<file path="src/sv/dbalu_pkg.sv">
// ----------------------------------------------------------------------------
// dbalu_pkg
// Shared codes and command/status types for the decimal arithmetic unit.
// ----------------------------------------------------------------------------
package dbalu_pkg;

    // request kinds (unused codes behave like compare)
    localparam logic [2:0] REQ_ADD = 3'd0;
    localparam logic [2:0] REQ_SUB = 3'd1;
    localparam logic [2:0] REQ_MUL = 3'd2;
    localparam logic [2:0] REQ_DIV = 3'd3;
    localparam logic [2:0] REQ_CMP = 3'd4;

    // result status codes
    localparam logic [2:0] ST_OK   = 3'd0;
    localparam logic [2:0] ST_NEG  = 3'd1;
    localparam logic [2:0] ST_OVF  = 3'd2;
    localparam logic [2:0] ST_DIV0 = 3'd3;
    localparam logic [2:0] ST_BAD  = 3'd4;

    typedef enum logic [3:0] {
        DP_IDLE,
        DP_LOAD,
        DP_CHECK,
        DP_ADD,
        DP_SUB,
        DP_NINES,
        DP_DIV0,
        DP_MUL_ADD,
        DP_MUL_SHIFT,
        DP_DIV_SHIFT,
        DP_DIV_SUB,
        DP_DIV_DIGIT,
        DP_SIG_INIT,
        DP_SIG_STEP,
        DP_OUT_WRITE
    } t_dp_op;

    typedef struct packed {
        logic bad;         // some operand digit above nine
        logic a_lt;        // left operand smaller
        logic b_zero;      // right operand is zero
        logic b_top_zero;  // multiplier digit in work is used up
        logic ge;          // remainder >= divisor
        logic sig_done;    // leading zero scan finished
    } t_dp_stat;

endpackage

</file>
<file path="src/sv/dbalu_ctrl.sv">
// ----------------------------------------------------------------------------
// dbalu_ctrl
// Sequencer: accepts an item, steps the datapath through the operation,
// the digit count scan and the output register handshake.
// ----------------------------------------------------------------------------
module dbalu_ctrl
    import dbalu_pkg::*;
#(
    parameter int NUM_DIGITS = 30
) (
    input  logic       i_clk,
    input  logic       i_rst_n,
    input  logic       i_in_valid,
    input  logic [2:0] i_in_req,
    output logic       o_in_ready,
    input  logic       i_out_ready,
    output logic       o_out_valid,
    input  t_dp_stat   i_stat,
    output t_dp_op     o_cmd
);

    localparam int CW = $clog2(NUM_DIGITS);
    localparam logic [CW-1:0] LAST = CW'(NUM_DIGITS - 1);

    typedef enum logic [3:0] {
        S_IDLE,
        S_CHECK,
        S_DISPATCH,
        S_MUL,
        S_DIV_SHIFT,
        S_DIV_SUB,
        S_SIG_INIT,
        S_SIG,
        S_WRITE
    } t_state;

    t_state        r_state, n_state;
    logic [CW-1:0] r_cnt, n_cnt;
    logic [2:0]    r_req, n_req;
    logic          r_out_valid, n_out_valid;

    assign o_in_ready  = (r_state == S_IDLE);
    assign o_out_valid = r_out_valid;

    always_comb begin
        n_state     = r_state;
        n_cnt       = r_cnt;
        n_req       = r_req;
        n_out_valid = r_out_valid & ~i_out_ready;
        o_cmd       = DP_IDLE;
        unique case (r_state)
            S_IDLE: begin
                if (i_in_valid) begin
                    o_cmd   = DP_LOAD;
                    n_req   = i_in_req;
                    n_state = S_CHECK;
                end
            end
            S_CHECK: begin
                o_cmd   = DP_CHECK;
                n_state = S_DISPATCH;
            end
            S_DISPATCH: begin
                n_cnt   = '0;
                n_state = S_SIG_INIT;
                if (!i_stat.bad) begin
                    unique case (r_req)
                        REQ_ADD: o_cmd = DP_ADD;
                        REQ_SUB: o_cmd = i_stat.a_lt ? DP_NINES : DP_SUB;
                        REQ_MUL: n_state = S_MUL;
                        REQ_DIV: begin
                            if (i_stat.b_zero) o_cmd = DP_DIV0;
                            else n_state = S_DIV_SHIFT;
                        end
                        default: o_cmd = DP_IDLE;
                    endcase
                end
            end
            S_MUL: begin
                if (!i_stat.b_top_zero) begin
                    o_cmd = DP_MUL_ADD;
                end else if (r_cnt == LAST) begin
                    n_state = S_SIG_INIT;
                end else begin
                    o_cmd = DP_MUL_SHIFT;
                    n_cnt = r_cnt + 1'b1;
                end
            end
            S_DIV_SHIFT: begin
                o_cmd   = DP_DIV_SHIFT;
                n_state = S_DIV_SUB;
            end
            S_DIV_SUB: begin
                if (i_stat.ge) begin
                    o_cmd = DP_DIV_SUB;
                end else begin
                    o_cmd = DP_DIV_DIGIT;
                    if (r_cnt == LAST) begin
                        n_state = S_SIG_INIT;
                    end else begin
                        n_cnt   = r_cnt + 1'b1;
                        n_state = S_DIV_SHIFT;
                    end
                end
            end
            S_SIG_INIT: begin
                o_cmd   = DP_SIG_INIT;
                n_state = S_SIG;
            end
            S_SIG: begin
                if (!i_stat.sig_done) o_cmd = DP_SIG_STEP;
                else n_state = S_WRITE;
            end
            S_WRITE: begin
                if (!r_out_valid || i_out_ready) begin
                    o_cmd       = DP_OUT_WRITE;
                    n_out_valid = 1'b1;
                    n_state     = S_IDLE;
                end
            end
            default: n_state = S_IDLE;
        endcase
    end

    always_ff @(posedge i_clk) begin
        if (!i_rst_n) begin
            r_state     <= S_IDLE;
            r_cnt       <= '0;
            r_req       <= '0;
            r_out_valid <= 1'b0;
        end else begin
            r_state     <= n_state;
            r_cnt       <= n_cnt;
            r_req       <= n_req;
            r_out_valid <= n_out_valid;
        end
    end

endmodule

</file>
<file path="src/sv/dbalu_dpath.sv">
// ----------------------------------------------------------------------------
// dbalu_dpath
// Operand, accumulator and remainder registers with one wide BCD adder and
// one wide BCD subtractor; multiply and divide run one add/subtract a cycle.
// ----------------------------------------------------------------------------
module dbalu_dpath
    import dbalu_pkg::*;
#(
    parameter int NUM_DIGITS = 30
) (
    input  logic        i_clk,
    input  t_dp_op      i_cmd,
    input  logic [59:0] i_a_high,
    input  logic [59:0] i_a_low,
    input  logic [59:0] i_b_high,
    input  logic [59:0] i_b_low,
    output t_dp_stat    o_stat,
    output logic [59:0] o_res_high,
    output logic [59:0] o_res_low,
    output logic [4:0]  o_sig_digits,
    output logic        o_a_less,
    output logic        o_a_equal,
    output logic [2:0]  o_status
);

    localparam int W  = 4 * NUM_DIGITS;
    localparam int WX = W + 4;
    localparam int SW = $clog2(NUM_DIGITS + 1);
    localparam logic [W-1:0]  SIXES = {NUM_DIGITS{4'h6}};
    localparam logic [W-1:0]  NINES = {NUM_DIGITS{4'h9}};

    logic [119:0]   a_full, b_full, res_full;
    logic [W-1:0]   r_a, r_b, r_r, r_s;
    logic [WX-1:0]  r_rem;
    logic [3:0]     r_q;
    logic [SW-1:0]  r_sig;
    logic           r_lt, r_eq, r_bad, r_bz;
    logic [2:0]     r_status;

    logic           bad;
    logic [W-1:0]   add_x, add_y, add_sum;
    logic [W:0]     add_t, add_cv;
    logic [WX-1:0]  sub_x, sub_diff;
    logic [WX:0]    sub_d, sub_bv;

    assign a_full = {i_a_high, i_a_low};
    assign b_full = {i_b_high, i_b_low};

    always_comb begin
        bad = 1'b0;
        for (int i = 0; i < NUM_DIGITS; i++) begin
            if (r_a[4*i +: 4] > 4'd9 || r_b[4*i +: 4] > 4'd9) bad = 1'b1;
        end
    end

    // BCD add: binary add with +6 per digit, take back the 6 where no carry
    assign add_x  = (i_cmd == DP_ADD) ? r_a : r_r;
    assign add_y  = (i_cmd == DP_ADD) ? r_b : r_a;
    assign add_t  = {1'b0, add_x} + {1'b0, add_y} + {1'b0, SIXES};
    assign add_cv = {1'b0, add_x} ^ {1'b0, add_y} ^ {1'b0, SIXES} ^ add_t;
    always_comb begin
        for (int i = 0; i < NUM_DIGITS; i++) begin
            add_sum[4*i +: 4] = add_cv[4*i+4] ? add_t[4*i +: 4]
                                              : add_t[4*i +: 4] - 4'd6;
        end
    end

    // BCD subtract over one extra digit: fix digits that borrowed by -6
    assign sub_x  = (i_cmd == DP_SUB) ? {4'h0, r_a} : r_rem;
    assign sub_d  = {1'b0, sub_x} - {5'h00, r_b};
    assign sub_bv = {1'b0, sub_x} ^ {5'h00, r_b} ^ sub_d;
    always_comb begin
        for (int i = 0; i <= NUM_DIGITS; i++) begin
            sub_diff[4*i +: 4] = sub_bv[4*i+4] ? sub_d[4*i +: 4] - 4'd6
                                               : sub_d[4*i +: 4];
        end
    end

    assign o_stat.bad        = r_bad;
    assign o_stat.a_lt       = r_lt;
    assign o_stat.b_zero     = r_bz;
    assign o_stat.b_top_zero = (r_b[W-1 -: 4] == 4'h0);
    // compared on the registers so the status does not depend on the command
    assign o_stat.ge         = (r_rem >= {4'h0, r_b});
    assign o_stat.sig_done   = (r_sig == '0) || (r_s[W-1 -: 4] != 4'h0);

    always_ff @(posedge i_clk) begin
        unique case (i_cmd)
            DP_IDLE: ;
            DP_LOAD: begin
                r_a <= a_full[W-1:0];
                r_b <= b_full[W-1:0];
            end
            DP_CHECK: begin
                r_bad    <= bad;
                r_lt     <= ~bad & (r_a < r_b);
                r_eq     <= ~bad & (r_a == r_b);
                r_bz     <= (r_b == '0);
                r_status <= bad ? ST_BAD : ST_OK;
                r_r      <= '0;
                r_rem    <= '0;
            end
            DP_ADD: begin
                r_r <= add_sum;
                if (add_t[W]) r_status <= ST_OVF;
            end
            DP_SUB:   r_r <= sub_diff[W-1:0];
            DP_NINES: begin
                r_r      <= NINES;
                r_status <= ST_NEG;
            end
            DP_DIV0:  r_status <= ST_DIV0;
            DP_MUL_ADD: begin
                r_r            <= add_sum;
                r_b[W-1 -: 4]  <= r_b[W-1 -: 4] - 4'd1;
                if (add_t[W]) r_status <= ST_OVF;
            end
            DP_MUL_SHIFT: begin
                r_r <= {r_r[W-5:0], 4'h0};
                r_b <= {r_b[W-5:0], 4'h0};
                if (r_r[W-1 -: 4] != 4'h0) r_status <= ST_OVF;
            end
            DP_DIV_SHIFT: begin
                r_rem <= {r_rem[W-1:0], r_a[W-1 -: 4]};
                r_a   <= {r_a[W-5:0], 4'h0};
                r_q   <= 4'h0;
            end
            DP_DIV_SUB: begin
                r_rem <= sub_diff;
                r_q   <= r_q + 4'd1;
            end
            DP_DIV_DIGIT: r_r <= {r_r[W-5:0], r_q};
            DP_SIG_INIT: begin
                r_s   <= r_r;
                r_sig <= SW'(NUM_DIGITS);
            end
            DP_SIG_STEP: begin
                r_s   <= {r_s[W-5:0], 4'h0};
                r_sig <= r_sig - 1'b1;
            end
            DP_OUT_WRITE: begin
                o_res_high   <= res_full[119:60];
                o_res_low    <= res_full[59:0];
                o_sig_digits <= 5'(r_sig);
                o_a_less     <= r_lt;
                o_a_equal    <= r_eq;
                o_status     <= r_status;
            end
            default: ;
        endcase
    end

    assign res_full = 120'(r_r);

endmodule

</file>
<file path="src/sv/decimal_bigint_alu_unit.sv">
// ----------------------------------------------------------------------------
// decimal_bigint_alu_unit
// Unsigned packed-BCD arithmetic unit: add, subtract, multiply, floor divide
// and compare on NUM_DIGITS-digit operands.
// ----------------------------------------------------------------------------
//  channel   dir  tdata                                   tuser
//  s_axis    in   a_high, a_low, b_high, b_low (240b)     req_type
//  m_axis    out  res_high, res_low, sig_digits,          status
//                 a_less, a_equal (128b)
//
//  One item at a time. Multiply: one BCD add per unit of each multiplier
//  digit plus one shift between digits; divide: one subtract per quotient unit
//  plus a shift per digit. A final leading-zero scan follows every operation.
//  Reset is synchronous and clears the sequencer and the output valid.
//  A held result does not block acceptance of the next item.
// ----------------------------------------------------------------------------
module decimal_bigint_alu_unit
    import dbalu_pkg::*;
#(
    parameter int NUM_DIGITS = 30
) (
    input  logic         i_clk,
    input  logic         i_rst_n,
    input  logic         i_s_axis_tvalid,
    output logic         o_s_axis_tready,
    input  logic [239:0] i_s_axis_tdata,  // a_high, a_low, b_high, b_low
    input  logic [2:0]   i_s_axis_tuser,  // req_type
    output logic         o_m_axis_tvalid,
    input  logic         i_m_axis_tready,
    output logic [127:0] o_m_axis_tdata,  // res_high, res_low, sig_digits,
                                          // a_less, a_equal, zero pad
    output logic [2:0]   o_m_axis_tuser   // status
);

    t_dp_op      cmd;
    t_dp_stat    stat;
    logic [59:0] res_high, res_low;
    logic [4:0]  sig_digits;
    logic        a_less, a_equal;

    dbalu_ctrl #(.NUM_DIGITS(NUM_DIGITS)) u_ctrl (
        .i_clk       (i_clk),
        .i_rst_n     (i_rst_n),
        .i_in_valid  (i_s_axis_tvalid),
        .i_in_req    (i_s_axis_tuser),
        .o_in_ready  (o_s_axis_tready),
        .i_out_ready (i_m_axis_tready),
        .o_out_valid (o_m_axis_tvalid),
        .i_stat      (stat),
        .o_cmd       (cmd)
    );

    dbalu_dpath #(.NUM_DIGITS(NUM_DIGITS)) u_dpath (
        .i_clk        (i_clk),
        .i_cmd        (cmd),
        .i_a_high     (i_s_axis_tdata[59:0]),
        .i_a_low      (i_s_axis_tdata[119:60]),
        .i_b_high     (i_s_axis_tdata[179:120]),
        .i_b_low      (i_s_axis_tdata[239:180]),
        .o_stat       (stat),
        .o_res_high   (res_high),
        .o_res_low    (res_low),
        .o_sig_digits (sig_digits),
        .o_a_less     (a_less),
        .o_a_equal    (a_equal),
        .o_status     (o_m_axis_tuser)
    );

    assign o_m_axis_tdata = {1'b0, a_equal, a_less, sig_digits, res_low, res_high};

endmodule

</file>
<file path="config.mk">
export PLATFORM = sky130hd
export DESIGN_NAME = decimal_bigint_alu_unit
export DESIGN_NICKNAME = d
export VERILOG_FILES = /design/src/sv/dbalu_pkg.sv /design/src/sv/dbalu_ctrl.sv /design/src/sv/dbalu_dpath.sv /design/src/sv/decimal_bigint_alu_unit.sv
export SDC_FILE = /design/constraint.sdc
export NUM_CORES = 2
export LEC_CHECK = 0
export BUFFER_PORTS_ARGS = -buffer_cell sky130_fd_sc_hd__clkbuf_2
export CORE_ASPECT_RATIO = 1.25
export CORE_UTILIZATION = 23
export CTS_BUF_LIST = sky130_fd_sc_hd__clkbuf_4
export CTS_CLUSTER_SIZE = 8
export DETAILED_ROUTE_END_ITERATION = 10
export SLEW_MARGIN = 10
export SYNTH_ARGS = -nofsm -noshare
export SYNTH_HDL_FRONTEND = slang
export SYNTH_SLANG_ARGS = --single-unit
</file>
<file path="constraint.sdc">
create_clock -name i_clk -period 12.2 [get_ports i_clk]
set_input_delay 1.22 -clock i_clk [delete_from_list [all_inputs] [get_ports i_clk]]
set_output_delay 1.22 -clock i_clk [all_outputs]
set_load 0.01 [all_outputs]
</file>
## Word level (Yosys, flattened, before mapping)

Cells that the tools add are included.

| cells by class | value |
|---|---|
| add/subtract/negate cells | 68 |
| order comparisons | 62 |
| equal/unequal tests | 35 |
| mux-type cells | 134 |
| bitwise gates (word level) | 10 |
| reductions and logical operators | 54 |

Operators with widths:

| kind | count |
|---|---|
| one-hot mux 120 bit (6 select lines) | 1 |
| one-hot mux 120 bit (2 select lines) | 2 |
| one-hot mux 124 bit (3 select lines) | 1 |
| 2-to-1 mux 4 bit | 73 |
| subtractor 4 x 3 -> 4 bit, second input constant | 61 |
| greater-than comparator 4 bit, second input constant | 60 |
| 2-to-1 mux 120 bit | 2 |
| one-hot mux 116 bit (2 select lines) | 1 |
| subtractor 124 x 120 -> 125 bit | 1 |
| XOR 125 bit | 1 |
| greater-or-equal comparator 124 x 120 -> 1 bit | 1 |
| 2-to-1 mux 124 bit | 1 |
| XOR 124 x 120 -> 124 bit | 1 |
| adder 120 x 120 -> 121 bit | 1 |
| adder 121 x 119 -> 121 bit, second input constant | 1 |
| XOR 121 bit | 1 |
| == test 120 bit | 1 |
| logical NOT 120 bit | 1 |
| less-than comparator 120 bit | 1 |
| XOR 120 bit | 1 |
| one-hot mux 4 bit (9 select lines) | 2 |
| NOT 60 bit | 1 |
| 2-to-1 mux 1 bit | 35 |
| == test 4 x 3 -> 1 bit, second input constant | 8 |
| other kinds (36) | 104 |

| word-level totals | value |
|---|---|
| register bits | 763 |
| bits of input ports | 247 |
| output and inout port bits | 133 |
| logic and storage cells | 386 |

## Logic depth before layout (Yosys ltp)

| depth | value |
|---|---|
| depth in word-level cells | 34 |
| gate-level depth with buffers | 40 |
| mapped depth without buffers | 36 |

## By module

From an unflattened synthesis, not the netlist that was laid out.

| unflattened totals | value |
|---|---|
| cells, all modules | 6831 |
| area total of the unflattened synthesis | 62179.6 um^2 |

By module, submodules not included:

| module | instances | cells each | area each (um^2) |
|---|---|---|---|
| dbalu_dpath | 1 | 6707 | 61138.6 |
| dbalu_ctrl | 1 | 120 | 1014.7 |
| decimal_bigint_alu_unit | 1 | 4 | 26.3 |

## Worst setup path after synthesis

OpenSTA, ideal clock, no wires.

| timing | value |
|---|---|
| path type | in2reg |
| from | input port i_m_axis_tready |
| to | register u_dpath.r_rem[123], data pin |
| setup time | 259 ps |
| arrival time | 12538 ps |
| data required time | 11941 ps |
| slack | -597 ps |
| cell stages on the path | 32 |
| cells stage by stage | nor2b_1 nor2_1 nor3_1 nand2b_1 or2_2 clkbuf_1 clkbuf_1 clkbuf_1 nand2_1 nand2_1 ha_1 buf_2 and4_1 and2_1 a221o_1 a21oi_1 o22ai_1 or3_1 buf_6 a211oi_4 o21a_1 buf_6 o31ai_4 o2111ai_4 nand2_4 or3_1 a31o_2 ha_1 nor2_1 xor2_1 nor3_1 a211o_1 |

| between the ends | value |
|---|---|
| word-level cells in the longest chain between the ends | 9 |
| elaborated cells on any way between the ends | 13 |
| classes of those cells | 2 x add/sub; 4 x eq/ne; 5 x mux; 1 x bitwise; 1 x reduce/logical |

RTL lines:

| element | RTL line | source |
|---|---|---|
| from (decl) | decimal_bigint_alu_unit.sv:29 | `input logic i_m_axis_tready,` |
| logical OR 1 bit (*) | dbalu_ctrl.sv:115 | `if (!r_out_valid \|\| i_out_ready) begin` |
| 2-to-1 mux 4 bit (*) | dbalu_ctrl.sv:115 |  |
| one-hot mux 4 bit (9 select lines) (*) | dbalu_ctrl.sv:51 | `unique case (r_state)` |
| == test 4 x 3 -> 1 bit | dbalu_dpath.sv:69 | `assign sub_x = (i_cmd == DP_SUB) ? {4'h0, r_a} : r_rem;` |
| 2-to-1 mux 124 bit | dbalu_dpath.sv:69 |  |
| subtractor 124 x 120 -> 125 bit | dbalu_dpath.sv:70 | `assign sub_d = {1'b0, sub_x} - {5'h00, r_b};` |
| subtractor 4 x 3 -> 4 bit / XOR 125 bit (equally long branches) | dbalu_dpath.sv:74, dbalu_dpath.sv:71 |  |
| 2-to-1 mux 4 bit | dbalu_dpath.sv:74 | `sub_diff[4*i +: 4] = sub_bv[4*i+4] ? sub_d[4*i +: 4] - 4'd6` |
| one-hot mux 124 bit (3 select lines) (*) | dbalu_dpath.sv:88 | `unique case (i_cmd)` |
| to (signal assigned) | dbalu_dpath.sv:124 | `r_rem <= {r_rem[W-1:0], r_a[W-1 -: 4]};` |
| to (signal assigned) | dbalu_dpath.sv:129 | `r_rem <= sub_diff;` |
| to (decl) | dbalu_dpath.sv:34 | `logic [WX-1:0] r_rem;` |

Mark *: on every way between the ends. The rest lies on a longest branch, timed or not.
A chain may end at the register's enable or synchronous reset.

## Worst setup path after layout

| timing | value |
|---|---|
| from | register u_dpath.r_b[57] |
| to | register u_dpath.r_r[115], data pin |

| between the ends | value |
|---|---|
| word-level cells in the longest chain between the ends | 10 |
| elaborated cells on any way between the ends | 26 |
| classes of those cells | 5 x add/sub; 1 x order compare; 7 x eq/ne; 8 x mux; 4 x bitwise; 1 x reduce/logical |

RTL lines:

| element | RTL line | source |
|---|---|---|
| from (decl) | dbalu_dpath.sv:33 | `logic [W-1:0] r_a, r_b, r_r, r_s;` |
| from (signal assigned) | dbalu_dpath.sv:92 | `r_b <= b_full[W-1:0];` |
| from (signal, indexed assignment) | dbalu_dpath.sv:115 | `r_b[W-1 -: 4] <= r_b[W-1 -: 4] - 4'd1;` |
| from (signal assigned) | dbalu_dpath.sv:120 | `r_b <= {r_b[W-5:0], 4'h0};` |
| greater-or-equal comparator 124 x 120 -> 1 bit | dbalu_dpath.sv:84 | `assign o_stat.ge = (r_rem >= {4'h0, r_b});` |
| 2-to-1 mux 1 bit | dbalu_ctrl.sv:94 | `if (i_stat.ge) begin` |
| one-hot mux 4 bit (9 select lines) | dbalu_ctrl.sv:51 |  |
| == test 4 x 2 -> 1 bit | dbalu_dpath.sv:57, dbalu_dpath.sv:58, dbalu_dpath.sv:88 |  |
| 2-to-1 mux 120 bit, on equally long branches | dbalu_dpath.sv:57, dbalu_dpath.sv:58 |  |
| adder 120 x 120 -> 121 bit | dbalu_dpath.sv:59 | `assign add_t = {1'b0, add_x} + {1'b0, add_y} + {1'b0, SIXES};` |
| adder 121 x 119 -> 121 bit | dbalu_dpath.sv:59 |  |
| subtractor 4 x 3 -> 4 bit / XOR 121 bit (equally long branches) | dbalu_dpath.sv:64, dbalu_dpath.sv:60 |  |
| 2-to-1 mux 4 bit | dbalu_dpath.sv:63 | `add_sum[4*i +: 4] = add_cv[4*i+4] ? add_t[4*i +: 4]` |
| one-hot mux 120 bit (6 select lines) (*) | dbalu_dpath.sv:88 |  |
| to (signal assigned) | dbalu_dpath.sv:104 | `r_r <= add_sum;` |
| to (signal assigned) | dbalu_dpath.sv:107 | `DP_SUB: r_r <= sub_diff[W-1:0];` |
| to (signal assigned) | dbalu_dpath.sv:114 | `r_r <= add_sum;` |
| to (decl) | dbalu_dpath.sv:33 |  |

Marked as above.

==> flow_metrics.tcl <==
set metrics [dict create \
    synth.top_cells.by_area "edfxtp_1 37%, ha_1 14%, nand2_1 7.8%" \
    synth_nets 7660 \
    cp.required_ns 13.23 \
    gp_congestion 1.01 \
    hp-class "input port to register" \
    synth_compound_area_frac 0.180 \
    post_drt_wl_per_cell_um 26.3 \
    drive_gt1_frac 0.151 \
    fillCellCount 28335 \
    cts_resized 0 \
    regArea_um2 22800 \
    vias 55881 \
    setup_viol 0 \
    cts_buffers 218 \
    antenna_found_initial 34 \
    avgSynthCellArea_um2 9.06 \
    cts_tree "built" \
    grt_use_met3 0.0336 \
    synthCells 6744 \
    yosysWarnings 0 \
    path_common_cell "buf_4" \
    start_util 0.231 \
    clk_pin_slew_worst_paths_ns 0.08 \
    grt_busiest_layer "met2" \
    yosysUniqueCellTypes 102 \
    dp_hpwl_um 227000 \
    status "completed" \
    viasPerCell 5.15 \
    start_kind "register" \
    met2_usage 0.341 \
    postCtsHoldBufs 0 \
    die_h_um 578 \
    ys_async_sr_fraction 0 \
    synthAdderAreaFrac 0.137 \
    synth_simple_gate_area_share 0.159 \
    slowest_stage "a222oi_1" \
    rsz0062_at_grt "no" \
    path_class "register to register" \
    syn_to_final_growth_pct 14.8 \
    synthMuxAreaShare 0.0525 \
    ys_seq_area_frac 0.373 \
    synth_xor_area_frac 0.0576 \
    setup_tns_ns 0 \
    clock_sinks 763 \
    fin_ws_ns 1.00 \
    grt_use_met1 0.240 \
    crit_path_end_kind "register" \
    drtIter0Drc 4598 \
    grt_pass1_wl_um 401000 \
    root_buffer "clkbuf_4" \
    hold_violations 0 \
    dieWidth_um 463 \
    cts_htree_levels 4 \
    synthesis.area_um2 61100 \
    clock_path_buffers 4 \
    rows 211 \
    core-area_um2 264000 \
    numPortBuffers 378 \
    overflow 0 \
    die_area_um2 268000 \
    period_needed_ns 11.20 \
    yosysTopAreaCellShare 0.369 \
    cpPeakStageDelay_ns 0.96 \
    fmaxAchievable_ghz 0.0893 \
    synth.ff_latch_count 763 \
    drt-total-wl_um 285000 \
    fin_crit_sh 0.918 \
    grtUsageTotal 0.205 \
    postRouteAntennaNets 0 \
    placedCellCount 10459 \
    io_pins 380 \
    nets 8081 \
    synth_edf_count 750 \
    insertion_delay_ns 1.34 \
    cts_setup_buffers 0 \
    synth_top_family_by_area "compound AO/OA/AOI/OAI gates" \
    yosys.area.top_type "edfxtp_1" \
    drt-pass1-iter-count 9 \
    slew_violations 0 \
    tightest_slew_ns 1.24 \
    dp_slack_ns 1.40 \
    multi_input_area_um2 35900 \
    cp.arrival_ns 12.23 \
    grt_max_degree 163 \
    relSlewSlack 0.162 \
    first_global_vias 55594 \
    skew_ns 0.208 \
    stdcell_count 10844 \
    maxCapViolations 0 \
    crit_fanout 20 \
    synth_flop_cell "edfxtp_1" \
    drc 0 \
]
## cells in the final DEF (no fill, tap or decap), types with 58 or more instances in the layout
cell type,count
nand2_1,1274
a21oi_1,496
clkbuf_4,284
nor2_1,327
edfxtp_1,750
o21bai_1,67
nand2b_1,59
nor2b_1,65
xnor2_1,234
a21o_1,183
mux2i_1,112
a22o_1,85
mux2_2,185
nand4_1,173
inv_1,310
o21ai_0,586
xor2_1,160
buf_4,146
nand3_1,60
ha_1,667
clkbuf_2,378
nor3_1,58
clkinv_1,60
## cells in the mapped netlist (17+ instances only)
library cell and count:
a21oi_1 496, mux2i_1 112, nand3_1 60, and2_1 26, nor2b_1 65, a21o_1 183, o21a_1 39, ha_1 667
a31oi_1 32, xnor2_1 234, xor2_1 160, nor3_1 59, o21bai_1 68, edfxtp_1 750, o21ai_0 587, a22o_1 85
nand2_1 1276, o211ai_1 26, nand2b_1 60, inv_1 310, nand4_1 173, clkbuf_1 292, a221oi_1 32, nor4_1 62
mux2_2 185, nor2_1 330, buf_2 22, a22oi_1 47, or3_1 17
## worst max-delay path: cells and delay by family, from the launching register on
kind	cells	cell delay, ns
AOI/OAI and AO/OA	18	4.58
buffers and inverters	10	1.85
and+or+nand+nor	8	2.43
adders and majority gates	4	1.21
DFF	1	0.53
xor gates and xnor gates	2	0.26
## through the flow
step,hold slack (ns),util,cell area (um^2)
2_1_floorplan,0.400,-,61100
3_3_place_gp,0.408,0.255,67400
3_5_place_dp,0.408,0.255,67500
4_1_cts,0.0662,0.265,70100
5_1_grt,0.119,0.265,70100
6_report,0.169,0.265,70100
## layer usage
metal | vias up | part of all wire
met4 | 34 | 0.082
met2 | 2478 | 0.46
met1 | 27182 | 0.39
met3 | 685 | 0.065
li1 | 25502 | -
met5 | - | 0.00073
## worst paths after layout
path / startpoint / end / slack [ns] / cells after the start
setup / recovery: u_dpath.r_b[57]$_DFFE_PP_ / u_dpath.r_r[115]$_DFFE_PP_ / 1.00 / 42
hold / removal: i_s_axis_tdata[50] / u_dpath.r_a[110]$_DFFE_PP_ / 0.17 / 3
setup reg to reg: u_dpath.r_b[57]$_DFFE_PP_ / u_dpath.r_r[115]$_DFFE_PP_ / 1.00 / 42
hold reg to reg: u_dpath.r_status[1]$_DFFE_PP_ / u_dpath.o_status[1]$_DFFE_PN_ / 0.42 / 0
## registers in the layout (all words and copies together) (netlist names), 3 cells and up
register	cells
u_dpath.r_q	4
u_ctrl.r_state	4
u_dpath.r_rem	124
u_dpath.r_a	120
u_dpath.r_status	3
u_ctrl.r_cnt	5
u_dpath.r_s	120
u_dpath.r_sig	5
u_dpath.r_r	120
u_dpath.o_status	3
u_dpath.o_res_high	60
u_ctrl.r_req	3
u_dpath.r_b	120
u_dpath.o_sig_digits	5
u_dpath.o_res_low	60
## logic make-up after synthesis
family,Yosys count
AND/OR/NAND/NOR,2203
AO/OA/AOI/OAI,1772
flip-flops,763
adder cells (fa/ha/maj),669
buffers and inverters,642
XOR/XNOR,397
multiplexers,297
other,1
## cell type report
| class | instances | share of cell area |
|---|---|---|
| Antenna cell | 14 | 0.000500 |
| Inverter | 310 | 0.0166 |
| Clock buffer | 284 | 0.0304 |
| Tap cell | 3514 | 0.0627 |
| Timing Repair Buffer | 533 | 0.0452 |
| Clock inverter | 87 | 0.00703 |
| Sequential cell | 763 | 0.325 |
| Multi-Input combinational cell | 5339 | 0.513 |
Power is not shown: default switching activity piles up to over one toggle a cycle in this logic, so the estimate is an artifact.
